### config.mk
export PLATFORM = sky130hd
export DESIGN_NAME = lavm_delay
export DESIGN_NICKNAME = d
export VERILOG_FILES = /design/src/sv/lavm_pkg.sv /design/src/sv/lavm_delay.sv
export SDC_FILE = /design/constraint.sdc
export NUM_CORES = 1
export LEC_CHECK = 0
export ABC_AREA = 1
export CAP_MARGIN = 20
export CORE_UTILIZATION = 40
export DETAILED_ROUTE_END_ITERATION = 8
export DONT_BUFFER_PORTS = 1
export PLACE_DENSITY_LB_ADDON = 0.05
export SLEW_MARGIN = 20
export SYNTH_ARGS = -nofsm -noshare
export SYNTH_HDL_FRONTEND = slang
export SYNTH_SLANG_ARGS = --single-unit
export TNS_END_PERCENT = 100
### constraint.sdc
create_clock -name clk_i -period 0.8 [get_ports clk_i]
set_input_delay 0.08 -clock clk_i [delete_from_list [all_inputs] [get_ports clk_i]]
set_output_delay 0.08 -clock clk_i [all_outputs]
set_load 0.05 [all_outputs]
### src/sv/lavm_pkg.sv
// Shared constants, types and helpers for the look-at view matrix pipeline.
package lavm_pkg;

  localparam int COORD_W   = 32;              // Q16.16 input coordinates
  localparam int UNIT_W    = 32;              // Q2.30 basis components
  localparam int SHIFT_W   = 34;              // Q18.16 translation terms
  localparam int FRAC_W    = 30;              // fraction bits of Q2.30
  localparam int DIR_W     = COORD_W + 1;     // aim minus position
  localparam int CROSS_W   = 2 * COORD_W;     // exact cross and dot products
  localparam int SCALE_W   = 30;              // scaled magnitude, msb at bit 29
  localparam int SQR_W     = 2 * SCALE_W;
  localparam int ROOT_W    = 64;              // isqrt working width
  localparam int SQ_STEPS  = 32;              // one result bit per stage
  localparam int QUO_W     = 31;              // quotient bits, q <= 2^30
  localparam int DIV_STEPS = QUO_W;
  localparam int REM_W     = SCALE_W + FRAC_W + 2;

  // mag, msb search, shift, square, sum, root, divider setup, divide, output
  localparam int UNIT_LAT  = 4 + 1 + SQ_STEPS + 1 + DIV_STEPS + 1;
  localparam int IN_LAT    = 1;
  localparam int CROSS_LAT = 2;
  localparam int VEC_LAT   = 3;
  localparam int DOT_LAT   = 3;
  localparam int PIPE_LAT  = IN_LAT + UNIT_LAT + CROSS_LAT + UNIT_LAT + VEC_LAT + DOT_LAT;

  localparam int IN_DATA_W  = 9 * COORD_W;
  localparam int OUT_DATA_W = 392;
  localparam int VEC3_W     = 3 * COORD_W;

  typedef logic signed [COORD_W-1:0] word_t;
  typedef logic signed [CROSS_W-1:0] wide_t;

  // Side data that rides along the normalizer's root and divide stages.
  typedef struct packed {
    logic [2:0][SCALE_W-1:0] sc;
    logic [2:0]              neg;
    logic                    zero;
  } lavm_side_t;

  function automatic wide_t smul(input word_t a, input word_t b);
    return CROSS_W'(a) * CROSS_W'(b);
  endfunction

endpackage

### src/sv/lavm_delay.sv
// Enabled shift line that carries side data alongside the pipeline.
module lavm_delay
  import lavm_pkg::*;
#(
  parameter int WIDTH = COORD_W,
  parameter int DEPTH = 1
) (
  input  logic             clk_i,
  input  logic             en_i,
  input  logic [WIDTH-1:0] d_i,
  output logic [WIDTH-1:0] q_o
);

  logic [WIDTH-1:0] line_q [DEPTH];

  always_ff @(posedge clk_i) begin
    if (en_i) begin
      line_q[0] <= d_i;
      for (int i = 1; i < DEPTH; i++) begin
        line_q[i] <= line_q[i-1];
      end
    end
  end

  assign q_o = line_q[DEPTH-1];

endmodule

==> results.yml, run 1 <==
outcome:
  status: "did not finish"
  haltStage: "clock tree synthesis (4_1_cts)"
  error_message: "[ERROR DPL-0033] detailed placement checks failed during check placement."
logic_synthesis:
  ys_seq_area_share_pct: 100
  synth-seq-cells: 32
  syn_inst: 32
  synthDistinctLibCells: 1
  syn_nets: 66
  ys_warn_count: 0
  mappedNetlistArea_sq_um: 961
  syn_avg_cell_area_sq_um: 30.0
cts:
  cts_buffer_depth: 2
  post_cts_resized: 0
  htree_levels: 2
  numCtsBuffers: 5
  cts_setup_buffers: 0
  ctsHoldBuffers: 32
  cts.sinks: 32
  cts_root_buf: "clkbuf_4"
placed_design:
  port_buffers: 0
  place.gp.congestion: 0.609
die:
  die_width_microns: 51.0
  start_util_pct: 43.0
  die-height_microns: 51.0
  rows: 17
  pin_count: 66
## cell usage after synthesis
| master | n | area share [%] |
|---|---|---|
| edfxtp_1 | 32 | 100 |
## stage by stage
| stage | instances | setup WS [ns] | utilization [%] | area, sq um | hold WS [ns] |
|---|---|---|---|---|---|
| 2_1_floorplan | 32 | 0.119 | - | 961 | 0.179 |
| 3_3_place_gp | 92 | 0.151 | 73.3 | 1640 | 0.179 |
| 3_5_place_dp | 92 | 0.127 | 73.3 | 1640 | 0.179 |
## cells by family after synthesis
| group | Yosys count | synth area share, % |
|---|---|---|
| DFF | 32 | 100 |
==> inputs of run 2 (changes only) <==
--- a/config.mk
+++ b/config.mk
@@ -7,10 +7,10 @@
 export LEC_CHECK = 0
 export ABC_AREA = 1
 export CAP_MARGIN = 20
-export CORE_UTILIZATION = 40
+export CORE_UTILIZATION = 25
 export DETAILED_ROUTE_END_ITERATION = 8
 export DONT_BUFFER_PORTS = 1
-export PLACE_DENSITY_LB_ADDON = 0.05
+export PLACE_DENSITY_LB_ADDON = 0.15
 export SLEW_MARGIN = 20
 export SYNTH_ARGS = -nofsm -noshare
 export SYNTH_HDL_FRONTEND = slang
==> results.yml, run 2 <==
power_and_ir_drop:
  peakVddDrop_v: 0.00104
  p_leak_nw: 0.787
  cellPowerDensity_nw_per_um2: 2100
setup_path:
  critical_path_class: "register to primary output"
  slowest_delay_ns: 0.43
  critPathTopFamily: "flip-flops"
  cp-start-kind: "register"
  critPathRequiredTime_ns: 0.72
  slowest_stage: "edfxtp_1"
  cp_max_fo: 1
  path_cells: "buf_12"
  crit_arrival_ns: 0.88
  crit_buf_inv: 1
  cp-end-kind: "primary output"
  critPathLaunch: "line_q[0][3]"
  crit_cells: 1
cells_and_area:
  antenna_cells: 0
  regMostFlops: "line_q"
  nets: 137
  layout_common_cells: "dlygate4sd3_1, edfxtp_1, buf_12"
  final_cells: 152
  area_growth_pct: 115
  nMultiInputCombCells: 0
  fill_cells: 286
  drive_above_1_share_pct: 35.6
  multiInputGateArea_sq_um: 0
  largest_reg_flops: 32
  reg_top3: "line_q x32"
die:
  start_util_pct: 26.2
  die-height_microns: 64.0
  pin_count: 66
  die_area_sq_um: 4100
  rows: 22
  die_width_microns: 64.0
  core-area_sq_um: 3660
job:
  maxCapViolations: 0
logic_synthesis:
  yosys.area.top_type: "edfxtp_1"
  syn_inst: 32
  ys_seq_area_share_pct: 100
  synthDistinctLibCells: 1
  synth-async-reset-ratio_pct: 0
  synth-edff-count: 32
  synth-seq-cells: 32
  synth-main-ff-cell: "edfxtp_1"
  yosysMostFrequentCell: "edfxtp_1"
  syn_avg_cell_area_sq_um: 30.0
  netlist_top_cells_area: "edfxtp_1"
  ys_warn_count: 0
  mappedNetlistArea_sq_um: 961
  synth_top_area_share_pct: 100
  syn_nets: 66
  yosys-top-cells-count: "edfxtp_1"
drt:
  routed_wirelength_microns: 2070
  num_vias: 591
  drc: 0
  drtPass1Iterations: 4
  detail-route-antenna-nets: 0
  wl_per_cell_microns: 13.6
  drt_iter0_markers: 19
  drt-vias-per-instance: 3.89
cts:
  htree_levels: 2
  numCtsBuffers: 5
  cts_buffer_depth: 2
  cts_tree: "done"
  cts_root_buf: "clkbuf_8"
  ctsHoldBuffers: 32
  cts.sinks: 32
  cts_setup_buffers: 0
  path_clk_slew_ns: 0.06
  post_cts_resized: 0
hold_path:
  holdPathStages: 0
  hp-class: "primary input to register"
  hp-start: "en_i"
sta:
  fin_ws_ns: -0.159
  setup_viol: 32
  tightestPinTransition_ns: 0.137
  timing.final.crit_share_pct: 120
  whs_ns: -0.0810
  max_freq_mhz: 1040
  timing.final.hold_violations: 32
  drv_slew: 0
  slew-limit-headroom_pct: 90.9
  setup-tns-final_ns: -4.42
  period_minus_slack_ns: 0.959
  rsz0062_at_grt: "yes"
outcome:
  status: "finished with violations"
  violations: "negative hold slack, negative setup slack"
grt:
  grt_pass1_wl_microns: 3130
  globalRouteOverflowTotal: 0
  grt_usage_pct: 11.0
  grt_max_degree: 33
  antenna_found_initial: 0
  grt_pass1_vias: 626
placed_design:
  place_inst: 112
  place.gp.congestion: 0.710
  port_buffers: 0
[run 2: cell counts after synthesis]
Identical to the previous run, type by type.
[run 2: kinds of logic after synthesis]
logic type | after synthesis | share of synthesized area, %
flops | 32 | 100
[run 2: cell type report]
class / instances / area, sq um / area share (%)
sequential: 32 / 961 / 46.6
timing repair buffer: 64 / 961 / 46.6
clock buffer: 7 / 76.3 / 3.70
tap: 48 / 60.1 / 2.91
clock inverter: 1 / 3.75 / 0.182
[run 2: final timing paths]
| check | end |
|---|---|
| worst min-delay path | line_q[0][15] |
| worst max-delay path | q_o[3] |
[run 2: metrics by stage]
| stage | util [%] | area, sq um | setup slack [ns] | total power [mW] |
|---|---|---|---|---|
| after floorplan | - | 961 | 0.119 | 2.53 |
| after CTS | 56.3 | 2060 | -0.167 | 4.36 |
| after detailed placement | 45.4 | 1660 | 0.133 | 3.13 |
| after global routing | 56.3 | 2060 | -0.190 | 4.47 |
| after global placement | 45.4 | 1660 | 0.151 | 3.12 |
| final | 56.3 | 2060 | -0.159 | 4.33 |
[run 2: layer usage]
metal  vias to the layer above  part of all wire (%)  GRT usage [%]
met4                         0                   1.4           5.97
li1                        269                     -              -
met3                         3                   6.0           4.29
met1                       283                    30           9.06
met2                        36                    62           21.7
met5                         -                     0              0
[run 2: power breakdown]
| group | leakage [nW] | internal [mW] | switching [mW] |
|---|---|---|---|
| logic | 0.434 | 0.570 | 0.527 |
| clock network | 0.0399 | 0.604 | 0.517 |
| registers | 0.313 | 2.00 | 0.108 |
| total | 0.787 | 3.18 | 1.15 |
(Power assumes the default switching activity.)
